[src/limit_order_matching_defines.svh]
// Assertion macros for the limit order matching block.
// Used by the top level; depends on nothing else.
`ifndef LIMIT_ORDER_MATCHING_DEFINES_SVH
`define LIMIT_ORDER_MATCHING_DEFINES_SVH
`ifndef SYNTHESIS
`define LOM_ASSERT_IMP(lbl, clk, rst_n, ante, cons) \
    lbl: assert property (@(posedge clk) disable iff (!rst_n) (ante) |-> (cons)) \
    else $error("assertion failed");
`define LOM_ASSERT_NXT(lbl, clk, rst_n, ante, cons) \
    lbl: assert property (@(posedge clk) disable iff (!rst_n) (ante) |=> (cons)) \
    else $error("assertion failed");
`else
`define LOM_ASSERT_IMP(lbl, clk, rst_n, ante, cons)
`define LOM_ASSERT_NXT(lbl, clk, rst_n, ante, cons)
`endif
`endif

[src/lom_ram.sv]
// Generic single-write, single-read synchronous RAM with a registered read.
// Depends on nothing.
`timescale 1ns / 1ps
module lom_ram #(
    parameter int WIDTH = 8,
    parameter int DEPTH = 32
) (
    input  logic                     clk,
    input  logic                     we,
    input  logic [$clog2(DEPTH)-1:0] waddr,
    input  logic [WIDTH-1:0]         wdata,
    input  logic [$clog2(DEPTH)-1:0] raddr,
    output logic [WIDTH-1:0]         rdata
);
    logic [WIDTH-1:0] mem [DEPTH];

    always_ff @(posedge clk)
    begin
        if (we)
        begin
            mem[waddr] <= wdata;
        end
        rdata <= mem[raddr];
    end
endmodule

[config.mk]
export PLATFORM = sky130hd
export DESIGN_NAME = lom_ram
export DESIGN_NICKNAME = d
export VERILOG_FILES = /design/src/limit_order_matching_defines.svh /design/src/lom_ram.sv
export SDC_FILE = /design/constraint.sdc
export NUM_CORES = 1
export LEC_CHECK = 0
export BUFFER_PORTS_ARGS = -buffer_cell sky130_fd_sc_hd__buf_2
export CORE_MARGIN = 8
export CORE_UTILIZATION = 54
export DETAILED_ROUTE_END_ITERATION = 16
export MAX_ROUTING_LAYER = met4
export PLACE_DENSITY = 0.71
export SLEW_MARGIN = 25
export SYNTH_ARGS = -nofsm -noshare
export SYNTH_HDL_FRONTEND = slang
export SYNTH_SLANG_ARGS = --single-unit
[constraint.sdc]
create_clock -name clk -period 4.47 [get_ports clk]
set_input_delay 0.447 -clock clk [delete_from_list [all_inputs] [get_ports clk]]
set_output_delay 0.447 -clock clk [all_outputs]
set_load 0.1 [all_outputs]
==> Word level (Yosys, flattened, before mapping) <==
Memory sizes are Yosys's and may differ from the RTL's. A register that Yosys moved wholly into a read port is not among the register bits.
Index checks and enable logic that the tools add are counted.
{ "op_classes": {"addsub": 0, "multipliers": 0, "div": 0, "order_cmp": 0, "n_eq_ne": 0, "shift": 0, "muxes": 2, "bitwise_logic": 0, "reduce_logical": 0} }
{ "op_table": {"columns": ["op", "count"], "rows": [
  ["$mux W1", 2]
]} }
{ "word_totals": {"register_bits": 0, "latchBits": 0, "ram_bits": 256, "romBits": 0, "input_bits": 20, "mem_count": 1} }
{ "memory_table": {"columns": ["memory", "depth", "width", "rd", "rd_ports_with_merged_regs", "wr", "line", "source"], "rows": [
  ["mem", 32, 8, 1, 1, 1, "lom_ram.sv:15", "logic [WIDTH-1:0] mem [DEPTH];"]
]} }

==> Logic depth before layout (Yosys ltp) <==
Gate-level depths: netlist of run 1.
{ "logic_depth": {"ltp_word": 2, "ltp_mapped": 5} }

==> Worst setup path before layout of run 1 <==
OpenSTA, ideal clock, no wires.
{ "synth_timing": {"kind": "input to register", "from": "input raddr[2]", "to": "register rdata[0], read port of mem", "setup_time_ps": 121, "arrival_ps": 2129, "slack_ps": 2221, "stages": 5, "path_buffers": 2, "path_cell_list": "clkbuf_1 > clkbuf_1 > mux4_2 > mux4_2 > mux2_2"} }
{ "synth_lines": {"columns": ["item", "line", "source"], "rows": [
  ["from (decl)", "lom_ram.sv:12", "input logic [$clog2(DEPTH)-1:0] raddr,"],
  ["to (decl)", "lom_ram.sv:13", "output logic [WIDTH-1:0] rdata"]
]} }

==> metrics.txt, run 1 <==
crit path capture=rdata[5]$_DFF_P_; crit path cell chain=buf_2, buf_12, mux4_2, mux4_2, mux2_2; vias in the first global route=roughly 4400; final instance area=around 11000 um2; Hold Buf Count CTS=0; clk slew on worst S/H paths=approximately 0.06 ns; Reg-to-Reg Start=mem[13][2]$_DFFE_PP_; clock power share=around 40%; starting density of the core=54.3%; worst path required time=4.87 ns; most frequent cells in the layout=edfxtp_1 (256), mux4_2 (80), nor2_1 (33), buf_2 (26), clkbuf_16 (25); Starting DRT DRC Count=between 500 and 600; CTS-repair resized insts=0; P&R area growth vs syn=11.8%; drt via density=roughly 6.3; clk_skew=0.00836 ns; post-layout util=between 60% and 70%; Synth Instances=417; CP Data Arrival Time=between 2 and 3 ns; GR met3 Demand/Resource=under 10%; Post-CTS Setup Bufs=0; Residual DRC=0; port bufs=27; P_leak=~3.5 nW; DP Area=roughly 10000 um2; Core Area=~19000 um2; Tot Pwr=between 5 and 6 mW; Root Driver=clkbuf_16; fin crit share=about 49%; H-tree levels=1; Power Internal=4.13 mW; worst r2r path cells=3; die area=roughly 23000 um2; nets=between 400 and 500; PwrDens=464 nW/um2; GRT Overall Usage=approximately 17%; setup_tns=0 ns; most common cell after layout, fill and taps aside=edfxtp_1; type of the worst min-delay path=input pin to flop; Die W=~150 um; slowest CP cell=buf_2; maxcap violations=0; Ports=28; CTS buffer count=25; most frequent CP cell=mux4_2; Seq/Total Area, Yosys=between 70% and 80%; Ys Warns=0; Crit Path Max Fanout=35; placed insts=about 660; GRT busiest layer=met1; CP delay by family, top=multiplexers; Row Count=50; 1st-pass router iterations=5; Avg WL per Cell=around 27 um; maximum clock rate=around 450 MHz; CTS tree=done; FILL cells=approximately 1200; Antenna diodes=0; max-slew violation count=0; RSZ-0062 raised after global routing=no; Distinct cells, synth=15; R2R setup slack=~2.7 ns; Final setup violation count=0; clk_lat worst skew=0.52 ns; worst slew margin relative to its limit=between 40 and 50%; initial antenna violation count=0; switching power=~1.1 mW; Die Y=between 150 and 200 um; Final HPWL DP=~12 mm; WP buf/inv=2; layout cell share with drive strength beyond 1=roughly a third; met2 Use GR=23.3%; critical path class=input pin to flop; Worst-Margin Slew=~0.84 ns; Sw Ratio=just over 20%; GPL Wtd Cong=~0.77; status=complete, no violations; Critical Path Stages=5; pin count of the biggest net entering global routing=36; Syn Nets=approximately 440; CP max stage delay=0.63 ns; Period minus WS final=2.21 ns; Netlist Area Pre-Place=just over 10000 um2; Reg2Reg Capture Point=rdata[2]$_DFF_P_; DR vias=4441; grt met1 use=a little over a quarter; combinational power share=6.2%; post-route ant nets=0; #FFs+latches synth=approximately 260; global route overflow=0; Cell Count, Final, Fillers Out=a little over 700; CP Launch Type=input pin; Hold Fails Final Rpt=0; Flop pwr share=between 50% and 60%; crit end category=flop; crit path launch=raddr[2]; Clock Path Buffers=3; first-pass GRT wire length=a little under 30 mm; clock sinks=approximately 260; final wirelength=between 15 and 20 mm; synthesized area per cell=24.1 um2; worst vdd ir=just over 0.3 mV
[logic make-up (layout without fill, tap and decap cells)]
| kind of cell | after synthesis | count (layout) | synth area share (%) |
|---|---|---|---|
| mux | 88 | 88 | 18.8 |
| simple gates | 45 | 45 | 2.07 |
| flops | 264 | 264 | 78.1 |
| buf+inv | 20 | 75 | 1.06 |
[sequential cells by signal, summed over array words and instances, names as in the netlist]
signal / cells
mem: 256
rdata: 8
[how the worst min path moves through the flow]
| stage | from | end | slack, ns | cells after the start |
|---|---|---|---|---|
| finish | raddr[3] | rdata[3]$_DFF_P_ | 0.38 | 2 |
| CTS | raddr[3] | rdata[3]$_DFF_P_ | 0.37 | 2 |
| detailed placement | mem[19][0]$_DFFE_PP_ | rdata[0]$_DFF_P_ | 0.90 | 3 |
| floorplan | wdata[0] | mem[0][0]$_DFFE_PP_ | 0.55 | 0 |
| global route | raddr[3] | rdata[3]$_DFF_P_ | 0.38 | 2 |
| global placement | mem[23][6]$_DFFE_PP_ | rdata[6]$_DFF_P_ | 0.88 | 3 |
[worst reg2reg max path: stages (launching register included)]
cell and delay [ns]:
edfxtp_1 0.37, mux4_2 0.51, mux4_2 0.53, mux2_2 0.29
[power by group through the flow]
stage	clock, mW	sequential [mW]	combinational (mW)
final	2.12	2.77	0.323
after global routing	2.24	2.77	0.340
after CTS	2.14	2.77	0.327
after detailed placement	0	2.82	0.325
after global placement	0	2.82	0.319
after floorplan	0	2.89	0.147
[through the flow]
step | worst slack, ns | hold slack (ns)
after floorplan | 2.22 | 0.546
after global placement | 1.68 | 0.881
after detailed placement | 1.68 | 0.898
after CTS | 2.23 | 0.366
after global routing | 2.16 | 0.379
final | 2.26 | 0.380
[metal layers]
| metal | part of all wire, % | vias up |
|---|---|---|
| met5 | 0 | - |
| met4 | 1.4 | 0 |
| li1 | - | 1850 |
| met3 | 7.5 | 20 |
| met1 | 46 | 2396 |
| met2 | 45 | 175 |
[Yosys cell counts, drive strengths merged]
cell type	number	area share, %
nor2	33	1.2
edfxtp	256	76
nand2	1	0.037
buf	14	0.83
or3	1	0.062
nand3	2	0.10
clkbuf	6	0.22
mux2	8	0.90
or3b	3	0.26
nand3b	5	0.37
dfxtp	8	1.6
mux4	80	18
[layout make-up]
cell class	instances	area (um2)	share of cell area, %
Sequential cell	264	7850	69.8
Clock buffer	35	663	5.90
Timing Repair Buffer	30	185	1.65
Clock inverter	10	153	1.36
Tap cell	234	293	2.60
Multi-Input combinational cell	133	2100	18.7
Note: power is estimated with default switching activity, not from simulation.
==> run 2: changes to the inputs <==
ABC_AREA = 1   (was not set)
PLACE_DENSITY = 0.7   (was 0.71)
clock period = 2.2 ns   (was 4.47 ns; I/O delays follow)
==> run 2 against run 1 <==
Setup slack got worse by 1.6 ns. Critical endpoint is now rdata[7]. Count of clock-buffer cells in the layout grew 2. Highest routed layer unchanged. Sequential power is 100% higher.
==> metrics.txt, run 2 <==
GRT Overall Usage=21.2% (+4.0 points); Ports=28 (unchanged); Reg-to-Reg Start=mem[10][4]$_DFFE_PP_; Core Area=19500 um2 (+5.4%); layout cell share with drive strength beyond 1=10.3% (-23 points); max reg flops=256 (unchanged); DR vias=6933 (+56%); CP delay by family, top=buffers and inverters; GPL Wtd Cong=0.837 (+9.0%); fin crit share=69.6%; type of the worst min-delay path=input pin to flop; Ys Warns=0 (unchanged); Post-CTS Setup Bufs=0 (unchanged); P_leak=4.48 nW (+28%); Residual DRC=0 (unchanged); synth cell count leaders=nand2_1 (360), edfxtp_1 (256), nand3_1 (204); synthesized area per cell=11.7 um2 (-51%); Root Driver=clkbuf_16; Starting DRT DRC Count=782 (+44%); Largest Register=mem; Period minus WS final=roughly 1.5 ns; Die Y=157 um (+3.2%); Crit Path Max Fanout=1 (-97%); crit end category=output port; H-tree levels=1 (unchanged); Avg WL per Cell=19.9 um (-27%); Final HPWL DP=14.3 mm (+20%); PwrDens=874 nW/um2 (+88%); global route overflow=0 (unchanged); clock sinks=264 (unchanged); critical path class=flop to output port; post-route ant nets=0 (unchanged); top-count cell post-synth=nand2_1; CTS-repair resized insts=0 (unchanged); nets=987 (+110%); Die W=157 um (+3.2%); ys async rst share=0% (unchanged); crit path launch=rdata[7]$_DFF_P_; CP Launch Type=flop; Post-synth EDFFs=256 (unchanged); Setup WS pre-CTS=0.487 ns (-1.19 ns); maximum clock rate=approximately 650 MHz; Distinct cells, synth=12 (-3); Clock Path Buffers=3 (unchanged); most frequent cells in the layout=nand2_1 (360), edfxtp_1 (256), nand3_1 (204), buf_4 (39), nor2_1 (32); Synth Flop Type=edfxtp_1; Seq/Total Area, Yosys=72.8% (-5.3 points); Synth top area share=71.3% (-5.2 points); clk_skew=0.0169 ns (+0.00854 ns); max-slew violation count=0 (unchanged); largest registers=mem (256), rdata (8); drt via density=5.56 (-12%); Syn Nets=942 (+120%); Worst-Margin Slew=0.757 ns (-0.0808 ns); first-pass GRT wire length=38.6 mm (+33%); Netlist Area Pre-Place=10800 um2 (+7.3%); #FFs+latches synth=264 (unchanged); slowest CP cell=buf_2; die area=24800 um2 (+6.5%); P&R area growth vs syn=10.8%; CP Data Arrival Time=1.31 ns (-1.30 ns); initial antenna violation count=0 (unchanged); setup_tns=0 ns (unchanged); port bufs=27 (unchanged); Setup WS post-layout=0.669 ns (-1.59 ns); most common cell after layout, fill and taps aside=nand2_1; status=complete, no violations; dominant cell type by area after synthesis=edfxtp_1; maxcap violations=0 (unchanged); CTS buffer count=27 (+8.0%); Synth Instances=922 (+120%); placed insts=1203 (+82%); RSZ-0062 raised after global routing=no; starting density of the core=55.2% (+0.95 points); Hold Buf Count CTS=0 (unchanged); Row Count=51 (+2.0%); Antenna diodes=0 (unchanged); 1st-pass router iterations=5 (unchanged); CP max stage delay=0.44 ns (-0.19 ns); crit path cell chain=buf_2; WP buf/inv=1 (-1); final wirelength=24.8 mm (+28%); pin count of the biggest net entering global routing=65 (+81%); Cell Count, Final, Fillers Out=1248 (+77%); Area contributors post-synth=edfxtp_1 (71%), nand2_1 (13%), nand3_1 (9.5%); clk slew on worst S/H paths=0.06 ns (about the same); worst vdd ir=0.881 mV (+190%); Hold Fails Final Rpt=0 (unchanged); hold wc startpoint=raddr[4]; CTS tree=done; clk_lat worst skew=0.53 ns (about the same); worst path required time=1.98 ns (-2.89 ns); worst slew margin relative to its limit=49.5% (+5.4 points); vias in the first global route=6953 (+57%); Final setup violation count=0 (unchanged)
run 2: cell types whose count changed after synthesis, sizes merged:
cell	before	now
nand2	1	360
nand3	2	204
mux4	80	0
buf	14	45
inv	0	10
mux2	8	0
nand3b	5	0
or3b	3	0
clkbuf	6	7
nor2	33	32
or3	1	0
run 2: metal layers:
metal,vias up,track usage (%),wire length (um)
met4,0,8.02,716
li1,3281,-,-
met3,60,3.29,1850
met5,-,-,0
met2,284,32.3,11800
met1,3308,28.3,10500
run 2: worst paths after layout:
| check | to | slack [ns] | cells past startpoint |
|---|---|---|---|
| worst max-delay path | rdata[7] | 0.67 | 1 |
| worst min-delay path | rdata[2]$_DFF_P_ | 0.04 | 3 |
| worst max register to register | rdata[4]$_DFF_P_ | 1.04 | 8 |
| worst min register to register | rdata[2]$_DFF_P_ | 0.77 | 8 |
run 2: final cells by class:
| class | count | area (um2) |
|---|---|---|
| Inverter | 10 | 38.8 |
| Sequential cell | 264 | 7850 |
| Clock inverter | 8 | 40.0 |
| Fill cell | 1577 | 7570 |
| Multi-Input combinational cell | 596 | 2490 |
| Clock buffer | 37 | 723 |
| Tap cell | 265 | 332 |
| Timing Repair Buffer | 68 | 483 |
run 2: through the flow:
step | power (mW) | hold slack [ns] | area [um2] | utilization (%)
after floorplan | 6.25 | 0.319 | 10800 | -
after global placement | 6.48 | 0.581 | 11200 | 57.3
after detailed placement | 6.50 | 0.582 | 11200 | 57.3
after CTS | 10.5 | 0.0239 | 12000 | 61.2
after global routing | 10.8 | 0.0538 | 12000 | 61.2
final | 10.5 | 0.0425 | 12000 | 61.2
run 2: report_power, final:
group | switching [mW] | leakage, nW | internal, mW
logic | 0.606 | 1.73 | 0.176
registers | 0.0196 | 2.37 | 5.59
clock network | 1.78 | 0.372 | 2.28
total | 2.41 | 4.48 | 8.04
run 2: cell families (layout without fill, tap and decap cells):
kind of cell / after synthesis / after routing / synth area share [%]
flops: 264 / 264 / 72.8
simple gates: 596 / 596 / 23.1
buf+inv: 62 / 123 / 4.14
==> run 3: changes to the inputs <==
ABC_AREA = 0   (was 1)
PLACE_DENSITY = 0.71   (was 0.7)
clock period = 1.5 ns   (was 2.2 ns; I/O delays follow)
==> run 3 against run 2 <==
The flow now finishes with violations (negative setup slack). Via count decreased by 34%. Core utilization increased by 2.5 points. Setup slack lost 1.1 ns. Hold slack better by 0.051 ns. Final area shrank 1.3%. Global-route usage decreased by 3.0 points. Routed wire length shrank 19%. Die area is 6.1% lower. Sequential power is 47% higher. Critical endpoint is now rdata[2]$_DFF_P_.
==> metrics.txt, run 3 (same netlist as run 1, synthesis figures left out) <==
Hold Buf Count CTS=0 (unchanged); CTS buffer count=25 (-7.4%); switching power=3.24 mW (+35%); Clock Path Buffers=3 (unchanged); clk_lat worst skew=0.52 ns (about the same); most frequent cells in the layout=edfxtp_1 (256), mux4_2 (80), buf_4 (42), nor2_1 (25), clkbuf_16 (25); P_leak=3.81 nW (-15%); maximum clock rate=between 500 and 600 MHz; final instance area=11800 um2 (-1.3%); worst r2r path cells=3 (-5); P&R area growth vs syn=17.4%; Starting DRT DRC Count=434 (-45%); PwrDens=1310 nW/um2 (+50%); most common cell after layout, fill and taps aside=edfxtp_1; RSZ-0062 raised after global routing=yes; crit path cell chain=mux4_2, mux4_2, mux2_4; clock sinks=264 (unchanged); post-route ant nets=0 (unchanged); clk slew on worst S/H paths=0.06 ns (about the same); Sw Ratio=21.0% (-2.0 points); slowest CP cell=mux4_2; status=finished, violations left; starting density of the core=54.3% (-0.95 points); failing checks=negative setup slack; hold depth=2 (-1); layout cell share with drive strength beyond 1=40.7% (+30 points); Avg WL per Cell=26.7 um (+34%); pin count of the biggest net entering global routing=33 (-49%); Cell Count, Final, Fillers Out=757 (-39%); Die Y=152 um (-3.1%); critical path class=flop to flop; Residual DRC=0 (unchanged); DR vias=4608 (-34%); Tot Pwr=15.4 mW (+48%); worst slew margin relative to its limit=57.8% (+8.3 points); Crit Path Max Fanout=1 (unchanged); Final setup violation count=8 (+8); Die W=152 um (-3.1%); Post-CTS Setup Bufs=0 (unchanged); Setup WS post-layout=-0.410 ns (-1.08 ns); global route overflow=0 (unchanged); worst path required time=1.90 ns (-0.08 ns); die area=23200 um2 (-6.1%); type of the worst min-delay path=input pin to flop; most frequent CP cell=mux4_2; CP max stage delay=0.55 ns (+0.11 ns); largest registers=mem (256), rdata (8); CP delay by family, top=multiplexers; Core Area=18500 um2 (-5.2%); max reg flops=256 (unchanged); fin crit share=127%; Final HPWL DP=12.8 mm (-11%); Ports=28 (unchanged); Flop pwr share=53.4% (-0.3 points); Critical Path Stages=3 (+2); clock power share=39.7% (+0.9 points); Period minus WS final=~1.9 ns; maxcap violations=0 (unchanged); port bufs=27 (unchanged); worst vdd ir=1.39 mV (+58%); Power Internal=12.2 mW (+52%); Root Driver=clkbuf_16; CTS tree=done; max-slew violation count=0 (unchanged); crit end category=flop; CP Launch Type=flop; GRT Overall Usage=18.1% (-3.0 points); final wirelength=20.2 mm (-19%); Largest Register=mem; placed insts=712 (-41%); clk_skew=0.0107 ns (-0.00618 ns); 1st-pass router iterations=4 (-1); CP Data Arrival Time=2.31 ns (+1.00 ns); initial antenna violation count=0 (unchanged); vias in the first global route=4833 (-30%); first-pass GRT wire length=30.4 mm (-21%); nets=525 (-47%); Worst-Margin Slew=0.633 ns (-0.124 ns); GPL Wtd Cong=0.773 (-7.6%); Row Count=50 (-2.0%); WP buf/inv=0 (-1); Antenna diodes=0 (unchanged); combinational power share=6.9% (-0.6 points); H-tree levels=1 (unchanged); Hold Fails Final Rpt=0 (unchanged); DP Area=11000 um2 (-1.8%); hold_ws=0.0939 ns (+0.0514 ns); drt via density=6.09 (+9.6%)
## run 3: timing repair
action	in CTS	in global routing
endpoints found under the setup margin	10	8
gates resized for setup	5	1
hold endpoints to repair	0	0
cloned	0	0
pin swaps	0	0
## run 3: worst paths after layout
path,startpoint,end,slack [ns]
worst max register to register,mem[21][2]$_DFFE_PP_,rdata[2]$_DFF_P_,-0.41
worst max-delay path,mem[21][2]$_DFFE_PP_,rdata[2]$_DFF_P_,-0.41
worst min-delay path,raddr[3],rdata[6]$_DFF_P_,0.09
worst min register to register,mem[11][2]$_DFFE_PP_,rdata[2]$_DFF_P_,0.92
## run 3: through the flow
stage	worst slack [ns]	utilization (%)	setup TNS, ns
final	-0.410	63.7	-2.54
after global routing	-0.400	63.7	-2.73
after CTS	-0.415	63.7	-2.59
after detailed placement	-0.599	59.4	-7.69
after global placement	-0.575	59.4	-6.22
after floorplan	-0.247	-	-1.98
## run 3: cell type report
| type | count | area [um2] |
|---|---|---|
| timing repair buffer | 81 | 736 |
| multi-input combinational | 133 | 2130 |
| clock buffer | 31 | 648 |
| clock inverter | 14 | 144 |
| tap | 234 | 293 |
| sequential | 264 | 7850 |
| fill | 1195 | 6720 |
## run 3: routing by layer
layer	part of all wire, %	global-route usage [%]	wire length, um	up-vias
met2	49	27.5	9790	167
li1	-	-	-	1958
met4	3.5	7.07	706	0
met5	0	-	0	-
met3	5.9	2.84	1190	49
met1	42	24.6	8500	2434
## run 3: power by group through the flow
| stage | Clock, mW | Sequential [mW] | Combinational [mW] |
|---|---|---|---|
| 2_1_floorplan | 0 | 8.60 | 0.475 |
| 3_3_place_gp | 0 | 8.39 | 1.04 |
| 3_5_place_dp | 0 | 8.40 | 1.06 |
| 4_1_cts | 6.20 | 8.24 | 1.08 |
| 5_1_grt | 6.48 | 8.24 | 1.12 |
| 6_report | 6.12 | 8.24 | 1.07 |
